`src/aligned_stack_allocator_macros.svh`:
```
// assertion helpers, clocked on clk and quiet while rst is high
`ifndef ALIGNED_STACK_ALLOCATOR_MACROS_SVH
`define ALIGNED_STACK_ALLOCATOR_MACROS_SVH

// condition that holds on every edge
`define ASA_ASSERT_ALWAYS(lbl, expr, msg) \
  lbl: assert property (@(posedge clk) disable iff (rst) (expr)) else $error(msg);

// consequence that must hold on the same edge as the antecedent
`define ASA_ASSERT_IMPLY(lbl, ante, cons, msg) \
  lbl: assert property (@(posedge clk) disable iff (rst) (ante) |-> (cons)) else $error(msg);

`endif

```
`src/asa_pkg.sv`:
```
package asa_pkg;

  localparam int DEF_MAX_BLOCKS    = 64;
  localparam int HEADER_BYTES      = 40;
  localparam int NODE_HEADER_BYTES = 16;
  // must be a power of two
  localparam int WORD_BYTES        = 8;

  localparam int HDR_RND = ((HEADER_BYTES + WORD_BYTES - 1) / WORD_BYTES) * WORD_BYTES;

  localparam int DATA_W     = 32;
  localparam int ALIGN_W    = 17;
  localparam int BLK_ADDR_W = 33;
  localparam int PAD_W      = 18;
  localparam int PADDR_W    = 3;

  localparam logic [1:0] KIND_ALLOC = 2'd0;
  localparam logic [1:0] KIND_FREE  = 2'd1;
  localparam logic [1:0] KIND_RESET = 2'd2;

  localparam logic [2:0] ST_OK       = 3'd0;
  localparam logic [2:0] ST_INVALID  = 3'd1;
  localparam logic [2:0] ST_NOMEM    = 3'd2;
  localparam logic [2:0] ST_BADALIGN = 3'd3;
  localparam logic [2:0] ST_BOUNDS   = 3'd4;
  localparam logic [2:0] ST_IGNORED  = 3'd5;

  localparam logic REG_BASE = 1'b0;
  localparam logic REG_SIZE = 1'b1;

  typedef struct packed {
    logic [BLK_ADDR_W-1:0] addr;
    logic [PAD_W-1:0]      pad;
  } blk_entry_t;

  typedef struct packed {
    logic       push;
    logic       pop;
    logic       clear;
    blk_entry_t entry;
  } stack_op_t;

endpackage

```
`src/aligned_stack_allocator.sv`:
```
// aligned LIFO stack allocator
// a request beat goes into an input register, then into the result register when not stalled
// throughput: one request per cycle without rsp_stall, set by updating top, peak and stack head
// block list is a memory read two entries below the head every cycle, so pops keep full rate
// rst: base 0, region 65536, top and peak 40, no live blocks, no clearing pass
module aligned_stack_allocator
  import asa_pkg::*;
#(
  parameter int MAX_BLOCKS = DEF_MAX_BLOCKS,
  parameter int CNT_W      = $clog2(MAX_BLOCKS + 1)
) (
  input  logic               clk,
  input  logic               rst,
  input  logic               psel,
  input  logic               penable,
  input  logic               pwrite,
  input  logic [PADDR_W-1:0] paddr,
  input  logic [DATA_W-1:0]  pwdata,
  output logic [DATA_W-1:0]  prdata,
  output logic               pready,
  input  logic               req_valid,
  output logic               req_stall,
  input  logic [1:0]         kind,
  input  logic [DATA_W-1:0]  request_size,
  input  logic [ALIGN_W-1:0] alignment,
  input  logic [DATA_W-1:0]  block_address,
  output logic               rsp_valid,
  input  logic               rsp_stall,
  output logic [2:0]         status,
  output logic [DATA_W-1:0]  granted_address,
  output logic [DATA_W-1:0]  used_bytes,
  output logic [DATA_W-1:0]  peak_bytes,
  output logic [CNT_W-1:0]   live_blocks
);

`include "aligned_stack_allocator_macros.svh"

  logic [DATA_W-1:0]  base_address;
  logic [DATA_W-1:0]  region_size;

  logic               held;
  logic [1:0]         kind_q;
  logic [DATA_W-1:0]  size_q;
  logic [ALIGN_W-1:0] align_q;
  logic [DATA_W-1:0]  addr_q;

  logic [DATA_W-1:0]  top;
  logic [DATA_W-1:0]  peak;
  logic [CNT_W-1:0]   count;
  blk_entry_t         head;

  logic               advance;
  logic               fire;
  logic               accept;
  logic [2:0]         status_next;
  logic [DATA_W-1:0]  granted_next;
  logic [DATA_W-1:0]  top_next;
  logic [DATA_W-1:0]  peak_next;
  stack_op_t          step_op;
  stack_op_t          op;

  asa_apb_regs u_regs (
    .clk          (clk),
    .rst          (rst),
    .psel         (psel),
    .penable      (penable),
    .pwrite       (pwrite),
    .paddr        (paddr),
    .pwdata       (pwdata),
    .prdata       (prdata),
    .pready       (pready),
    .base_address (base_address),
    .region_size  (region_size)
  );

  assign advance   = !rsp_valid || !rsp_stall;
  assign fire      = held && advance;
  assign req_stall = held && !advance;
  assign accept    = req_valid && !req_stall;

  always_ff @(posedge clk) begin
    if (rst) begin
      held <= 1'b0;
    end else if (!req_stall) begin
      held <= req_valid;
    end
  end

  always_ff @(posedge clk) begin
    if (accept) begin
      kind_q  <= kind;
      size_q  <= request_size;
      align_q <= alignment;
      addr_q  <= block_address;
    end
  end

  asa_step #(
    .MAX_BLOCKS (MAX_BLOCKS),
    .CNT_W      (CNT_W)
  ) u_step (
    .kind          (kind_q),
    .request_size  (size_q),
    .alignment     (align_q),
    .block_address (addr_q),
    .base_address  (base_address),
    .region_size   (region_size),
    .top           (top),
    .peak          (peak),
    .count         (count),
    .head          (head),
    .status        (status_next),
    .granted       (granted_next),
    .top_next      (top_next),
    .peak_next     (peak_next),
    .op            (step_op)
  );

  always_comb begin
    op       = step_op;
    op.push  = step_op.push && fire;
    op.pop   = step_op.pop && fire;
    op.clear = step_op.clear && fire;
  end

  asa_block_stack #(
    .MAX_BLOCKS (MAX_BLOCKS),
    .CNT_W      (CNT_W)
  ) u_stack (
    .clk   (clk),
    .rst   (rst),
    .op    (op),
    .count (count),
    .head  (head)
  );

  always_ff @(posedge clk) begin
    if (rst) begin
      top  <= DATA_W'(HDR_RND);
      peak <= DATA_W'(HDR_RND);
    end else if (fire) begin
      top  <= top_next;
      peak <= peak_next;
    end
  end

  always_ff @(posedge clk) begin
    if (rst) begin
      rsp_valid <= 1'b0;
    end else if (fire) begin
      rsp_valid <= 1'b1;
    end else if (!rsp_stall) begin
      rsp_valid <= 1'b0;
    end
  end

  // result beat carries the count after the update
  always_ff @(posedge clk) begin
    if (fire) begin
      status          <= status_next;
      granted_address <= granted_next;
      used_bytes      <= top_next;
      peak_bytes      <= peak_next;
      live_blocks     <= op.clear ? '0 :
                         op.push  ? count + CNT_W'(1) :
                         op.pop   ? count - CNT_W'(1) : count;
    end
  end

  `ASA_ASSERT_ALWAYS(top_below_peak, top <= peak, "top above peak")
  `ASA_ASSERT_IMPLY(no_grant_on_error, rsp_valid && (status != ST_OK), granted_address == '0,
    "address granted on failed request")
  `ASA_ASSERT_IMPLY(live_matches_stack, rsp_valid && !held, live_blocks == count,
    "live block count out of step with stack")

endmodule

```
`src/asa_apb_regs.sv`:
```
module asa_apb_regs
  import asa_pkg::*;
(
  input  logic                clk,
  input  logic                rst,
  input  logic                psel,
  input  logic                penable,
  input  logic                pwrite,
  input  logic [PADDR_W-1:0]  paddr,
  input  logic [DATA_W-1:0]   pwdata,
  output logic [DATA_W-1:0]   prdata,
  output logic                pready,
  output logic [DATA_W-1:0]   base_address,
  output logic [DATA_W-1:0]   region_size
);

  logic wr_en;

  assign pready = 1'b1;
  assign wr_en  = psel && penable && pwrite && pready;

  always_ff @(posedge clk) begin
    if (rst) begin
      base_address <= '0;
      region_size  <= DATA_W'(65536);
    end else if (wr_en) begin
      unique case (paddr[2])
        REG_BASE: base_address <= pwdata;
        REG_SIZE: region_size  <= pwdata;
        default:  ;
      endcase
    end
  end

  always_comb begin
    unique case (paddr[2])
      REG_BASE: prdata = base_address;
      REG_SIZE: prdata = region_size;
      default:  prdata = '0;
    endcase
  end

endmodule

```
`src/asa_step.sv`:
```
module asa_step
  import asa_pkg::*;
#(
  parameter int MAX_BLOCKS = DEF_MAX_BLOCKS,
  parameter int CNT_W      = $clog2(MAX_BLOCKS + 1)
) (
  input  logic [1:0]         kind,
  input  logic [DATA_W-1:0]  request_size,
  input  logic [ALIGN_W-1:0] alignment,
  input  logic [DATA_W-1:0]  block_address,
  input  logic [DATA_W-1:0]  base_address,
  input  logic [DATA_W-1:0]  region_size,
  input  logic [DATA_W-1:0]  top,
  input  logic [DATA_W-1:0]  peak,
  input  logic [CNT_W-1:0]   count,
  input  blk_entry_t         head,
  output logic [2:0]         status,
  output logic [DATA_W-1:0]  granted,
  output logic [DATA_W-1:0]  top_next,
  output logic [DATA_W-1:0]  peak_next,
  output stack_op_t          op
);

  logic [ALIGN_W-1:0]    amask;
  logic                  align_ok;
  logic [BLK_ADDR_W-1:0] cur;
  logic [ALIGN_W-1:0]    pad0;
  logic [PAD_W-1:0]      node_rnd;
  logic [PAD_W-1:0]      pad;
  logic [DATA_W+1:0]     need;
  logic                  full;
  logic [BLK_ADDR_W-1:0] at;
  logic [BLK_ADDR_W-1:0] limit;
  logic [DATA_W-1:0]     rel;
  logic [DATA_W-1:0]     init_off;

  always_comb begin
    amask    = alignment - ALIGN_W'(1);
    align_ok = (alignment != '0) && ((alignment & amask) == '0);
    cur      = {1'b0, base_address} + {1'b0, top};
    pad0     = (ALIGN_W'(~cur[ALIGN_W-1:0]) + ALIGN_W'(1)) & amask;
    node_rnd = (PAD_W'(NODE_HEADER_BYTES) + PAD_W'(alignment) - PAD_W'(1)) & ~PAD_W'(amask);
    pad      = (PAD_W'(pad0) < PAD_W'(NODE_HEADER_BYTES)) ? PAD_W'(pad0) + node_rnd
                                                          : PAD_W'(pad0);
    need     = (DATA_W+2)'(top) + (DATA_W+2)'(pad) + (DATA_W+2)'(request_size);
    full     = count >= CNT_W'(MAX_BLOCKS);
    at       = cur + BLK_ADDR_W'(pad);
    limit    = {1'b0, base_address} + {1'b0, region_size};
    rel      = block_address - base_address;
    init_off = ((~base_address + DATA_W'(1)) & DATA_W'(WORD_BYTES - 1)) + DATA_W'(HDR_RND);

    status      = ST_OK;
    granted     = '0;
    top_next    = top;
    peak_next   = peak;
    op.push     = 1'b0;
    op.pop      = 1'b0;
    op.clear    = 1'b0;
    op.entry    = '{addr: at, pad: pad};

    unique case (kind)
      KIND_ALLOC: begin
        if (!align_ok) begin
          status = ST_BADALIGN;
        end else if ((need > (DATA_W+2)'(region_size)) || full) begin
          status = ST_NOMEM;
        end else begin
          top_next  = need[DATA_W-1:0];
          peak_next = (need[DATA_W-1:0] > peak) ? need[DATA_W-1:0] : peak;
          granted   = at[DATA_W-1:0];
          op.push   = 1'b1;
        end
      end
      KIND_FREE: begin
        if (block_address == '0) begin
          status = ST_INVALID;
        end else if ((block_address < base_address) || ({1'b0, block_address} >= limit)) begin
          status = ST_BOUNDS;
        end else if ({1'b0, block_address} >= cur) begin
          status = ST_IGNORED;
        end else if ((count == '0) || (head.addr != {1'b0, block_address})) begin
          status = ST_BOUNDS;
        end else begin
          top_next = (rel >= DATA_W'(head.pad)) ? rel - DATA_W'(head.pad) : '0;
          op.pop   = 1'b1;
        end
      end
      KIND_RESET: begin
        top_next  = init_off;
        peak_next = init_off;
        op.clear  = 1'b1;
      end
      default: begin
        status = ST_INVALID;
      end
    endcase
  end

endmodule

```
`src/asa_block_stack.sv`:
```
module asa_block_stack
  import asa_pkg::*;
#(
  parameter int MAX_BLOCKS = DEF_MAX_BLOCKS,
  parameter int CNT_W      = $clog2(MAX_BLOCKS + 1),
  parameter int IDX_W      = (MAX_BLOCKS > 1) ? $clog2(MAX_BLOCKS) : 1
) (
  input  logic              clk,
  input  logic              rst,
  input  stack_op_t         op,
  output logic [CNT_W-1:0]  count,
  output blk_entry_t        head
);

`include "aligned_stack_allocator_macros.svh"

  blk_entry_t mem [MAX_BLOCKS];
  blk_entry_t rd;
  blk_entry_t sec;
  logic       sec_sel;
  blk_entry_t second;
  logic [CNT_W-1:0] cnt_m3;
  logic [IDX_W-1:0] rd_idx;
  logic [IDX_W-1:0] wr_idx;

  // entry below the head comes from the read port right after a pop
  assign second = sec_sel ? rd : sec;
  assign cnt_m3 = count - CNT_W'(3);
  assign rd_idx = IDX_W'(cnt_m3);
  assign wr_idx = IDX_W'(count);

  always_ff @(posedge clk) begin
    if (op.push) begin
      mem[wr_idx] <= op.entry;
    end
    rd <= mem[rd_idx];
  end

  always_ff @(posedge clk) begin
    if (rst) begin
      count   <= '0;
      sec_sel <= 1'b0;
    end else begin
      priority if (op.clear) begin
        count   <= '0;
        sec_sel <= 1'b0;
      end else if (op.push) begin
        count   <= count + CNT_W'(1);
        sec_sel <= 1'b0;
      end else if (op.pop) begin
        count   <= count - CNT_W'(1);
        sec_sel <= 1'b1;
      end else begin
        sec_sel <= 1'b0;
      end
    end
  end

  always_ff @(posedge clk) begin
    if (op.push) begin
      head <= op.entry;
      sec  <= head;
    end else if (op.pop) begin
      head <= second;
    end else begin
      sec  <= second;
    end
  end

  `ASA_ASSERT_ALWAYS(op_exclusive, $onehot0({op.push, op.pop, op.clear}), "stack ops overlap")
  `ASA_ASSERT_IMPLY(push_has_room, op.push, count < CNT_W'(MAX_BLOCKS), "push on full stack")
  `ASA_ASSERT_IMPLY(pop_not_empty, op.pop, count != '0, "pop on empty stack")

endmodule
```
`config.mk`:
```
export PLATFORM = sky130hd
export DESIGN_NAME = aligned_stack_allocator
export DESIGN_NICKNAME = d
export VERILOG_FILES = /design/src/asa_pkg.sv /design/src/aligned_stack_allocator.sv /design/src/asa_apb_regs.sv /design/src/asa_step.sv /design/src/asa_block_stack.sv
export VERILOG_INCLUDE_DIRS = /design/src /design/src/src
export SDC_FILE = /design/constraint.sdc
export NUM_CORES = 2
export LEC_CHECK = 0
export BUFFER_PORTS_ARGS = -buffer_cell sky130_fd_sc_hd__clkbuf_2
export CAP_MARGIN = 20
export CORE_ASPECT_RATIO = 1.25
export CORE_UTILIZATION = 40
export CTS_CLUSTER_SIZE = 8
export DETAILED_ROUTE_END_ITERATION = 8
export GPL_TIMING_DRIVEN = 1
export REMOVE_ABC_BUFFERS = 1
export SETUP_SLACK_MARGIN = 0.02
export SYNTH_ARGS = -nofsm -noshare
export SYNTH_HDL_FRONTEND = slang
export SYNTH_SLANG_ARGS = --single-unit
```
`constraint.sdc`:
```
create_clock -name clk -period 14.85 [get_ports clk]
set_input_delay 2.97 -clock clk [delete_from_list [all_inputs] [get_ports clk]]
set_output_delay 2.97 -clock clk [all_outputs]
set_load 0.05 [all_outputs]
```
==> metrics.md <==
| Metric | Value |
|---|---|
| CTS Sinks | `between 3000 and 4000` |
| Die Width | `562.2 um` |
| Net Sw Frac | `between 20% and 30%` |
| First-pass DRT Iterations | `8` |
| Achievable Freq | `approximately 0.07 GHz` |
| Leak Pwr | `just under 60 nW` |
| # resized after CTS | `0` |
| Synth Flop Type | `edfxtp_1` |
| Hold-critical path depth | `2` |
| Clock-pin transition on the worst setup and hold timing paths | `50 ps` |
| P_sw | `~5.5 mW` |
| Combinational share of power | `about 6.5%` |
| Cell count after placement | `approximately 14000` |
| Wire per inst | `31.45 um` |
| Hold Buf Count CTS | `0` |
| All-Layer GR Usage | `a little under a quarter` |
| CP arrival | `roughly 15000 ps` |
| Setup_tns | `0 ps` |
| Hold WC Path Type | `register to register` |
| Syn. warnings | `0` |
| Async S/R FF share, synth | `0%` |
| Die Y | `around 700 um` |
| Hold slack final | `roughly 470 ps` |
| Final Net Count | `slightly below 10000` |
| Layout cells sized above 1 | `24.93%` |
| Hold path startpoint | `peak[27]` |
| Final period utilization | `95.51%` |
| Core Rows | `256` |
| Synthesized flop and latch total | `approximately 3700` |
| Mean Syn Cell Area | `18.52 um2` |
| VDD IR-drop max | `0.08359 mV` |
| # DRC | `0` |
| Most frequent cells in the layout | `edfxtp_1, mux4_2, clkbuf_16` |
| Internal Pwr Total | `19.07 mW` |
| DR vias | `85276` |
| Cell Count, Final, Fillers Out | `around 14000` |
| Crit path max-delay family | `compound AO/OA/AOI/OAI gates` |
| Most common cell after layout, fill and taps aside | `edfxtp_1` |
| # setup viols final | `0` |
| Placeable Area | `approximately 0.4 mm2` |
| Initial antenna violation count | `16` |
| Post-Route WL | `455900 um` |
| First-pass GRT wire length | `645400 um` |
| Register area share after synthesis | `~70%` |
| Fin crit period | `14180 ps` |
| Fill count | `roughly 32000` |
| Boundary Pins | `about 270` |
| Post-CTS setup buffer count | `0` |
| Cells after Synth | `approximately 8500` |
| Vias in the first global route | `~88000` |
| Gr ovfl total | `0` |
| Worst Path Required | `15400 ps` |
| CTS max path bufs | `4` |
| Most frequent CP cell | `o21ai_0` |
| Critical path depth | `50` |
| Critical path class | `register to register` |
| Reg2reg start | `u_regs.base_address[0]` |
| Startpoint Class | `register` |
| Buf+Inv Stages, Crit Path | `4` |
| CTS tree | `done` |
| Critical path capture point type | `register` |
| Drt via density | `roughly 5.9` |
| Worst skew pair latency | `between 900 and 1000 ps` |
| Initial core utilization | `roughly two fifths` |
| Clock share of power | `roughly 45%` |
| Worst-Margin Slew | `between 1000 and 1500 ps` |
| Final Skew | `approximately 72 ps` |
| Final Hold Viols | `0` |
| Worst-case reg-to-reg path depth | `50` |
| Sequential share of power | `between 40% and 50%` |
| Pwr/cell area | `roughly 140 mW/mm2` |
| Mapped Area | `around 0.16 mm2` |
| Unrepaired setup endpoints after global routing | `true` |
| DR iter-0 viols | `8133` |
| Largest net degree at the start of global routing | `141` |
| Final Max Slew Viols | `0` |
| Slowest-stage cell, CP | `or4b_4` |
| Status | `complete, no violations` |
| Port-buffer cells | `~260` |
| Clock root buffer | `clkbuf_16` |
| Relative slew slack | `approximately 18%` |
| Worst path max stage delay | `about 610 ps` |
| Post-synth EDFFs | `between 3000 and 4000` |
| DRT antenna net count | `0` |
| Crit-path max FO | `51` |
| GPL Wtd Cong | `roughly 0.95` |
| Synthesis-to-finish area growth | `15.98%` |
| Post-DP HPWL | `281900 um` |
| H-tree depth | `6` |
| Max cap viols | `0` |
| CTS Buf Count | `between 500 and 600` |
| Critical path startpoint | `u_regs.base_address[0]` |
| Synth cell types | `~100` |
| Die Area | `0.3948 mm2` |
layer usage:
metal  track usage (%)  share of wire, %  wire length (um)
met1             28.69                39            177200
met2             39.48                50            230200
met3             3.285               6.0             27200
met4             9.959               4.7             21250
met5                 0            0.0050                23
Yosys cell counts (8+ instances only):
master,count,area [um2]
a211o_1,10,87.58
a211oi_1,95,713.2
a21boi_0,11,82.58
a21o_1,115,863.3
a21oi_1,349,1747
a22o_1,33,289.0
a22oi_1,25,187.7
a31o_2,8,70.07
a31oi_1,43,269.0
and2_1,29,181.4
and3_1,24,150.1
buf_1,82,307.8
clkbuf_1,281,1055
dfxtp_1,189,3784
edfxtp_1,3555,106800
ha_1,336,4204
inv_1,258,968.4
mux2i_1,127,1271
mux4_2,1020,22970
nand2_1,370,1389
nand2b_1,39,244.0
nand3_1,68,340.3
nand4_1,52,325.3
nor2_1,390,1464
nor2b_1,95,594.3
nor3_1,69,345.3
nor3b_1,8,60.06
nor4_1,28,175.2
o211ai_1,18,135.1
o21a_1,68,510.5
o21ai_0,150,750.7
o21ai_1,16,80.08
o21bai_1,30,225.2
o31a_1,8,70.07
o31ai_1,26,195.2
or2_2,17,106.4
or3_1,21,131.4
or4_1,12,90.09
xnor2_1,160,1401
xor2_1,90,788.3
cells by family (layout without fill, tap and decap cells):
family / after synthesis / count (layout) / share of synthesized area (%)
xor+xnor: 252 / 252 / 1.416
fa+ha+maj: 343 / 343 / 2.768
other cells: 1 / 7 / 0.002390
simple gates: 1262 / 1262 / 3.832
compound gates: 1089 / 1089 / 4.550
buf+inv: 632 / 1487 / 1.528
flops: 3744 / 3744 / 70.44
mux: 1149 / 1149 / 15.46
layout make-up:
cell class	count	area (um2)	area share (%)
diodes	6	15.01	0.008249
clock buffers	654	14390	7.905
clock inverters	31	369.1	0.2028
inverters	259	979.7	0.5383
multi-input cells	4096	44760	24.59
flip-flops and latches	3744	110500	60.74
well taps	5160	6456	3.547
repair buffers	543	4497	2.471
worst register-to-register path: cells and delay by family, from the launching register on:
family          cells  cell delay (ps)
fa+ha+maj           5             1770
buf+inv             4              880
flops               1              430
xor+xnor            2              380
simple gates       19             5050
compound gates     20             5220
power by group through the flow:
stage / combinational [mW] / sequential, mW / clock, mW
2_1_floorplan: 0.862 / 12.2 / 0
3_3_place_gp: 1.53 / 12.2 / 0
3_5_place_dp: 1.59 / 12.2 / 0
4_1_cts: 1.59 / 12.0 / 11.2
5_1_grt: 1.72 / 12.0 / 11.6
6_report: 1.61 / 12.0 / 11.0
metrics by stage:
step | cell area, um2 | worst slack (ps) | power (mW) | utilization (%)
floorplan | 155500 | -40990 | 13.07 | -
global placement | 167000 | 931.1 | 13.71 | 42.85
detailed placement | 167100 | 921.0 | 13.77 | 42.87
CTS | 181900 | 875.7 | 24.77 | 46.66
global route | 182000 | -123.4 | 25.30 | 46.69
finish | 182000 | 666.7 | 24.60 | 46.69
path summary, 6_finish.rpt:
path                        endpoint  slack (ps)
setup / recovery  u_stack.mem[17][0]         670
hold reg to reg             peak[27]         470
setup reg to reg  u_stack.mem[17][0]         670
hold / removal              peak[27]         470
sequential cells by signal, indices dropped and copies added (netlist names), 3 cells and up:
signal               flops
u_stack.mem           3264
u_stack.head            51
u_stack.rd              51
u_stack.sec             51
addr_q                  32
granted_address         32
peak                    32
peak_bytes              32
size_q                  32
top                     32
u_regs.base_address     32
u_regs.region_size      32
used_bytes              32
align_q                 17
live_blocks              7
u_stack.count            7
status                   3
(Power assumes the default switching activity.)
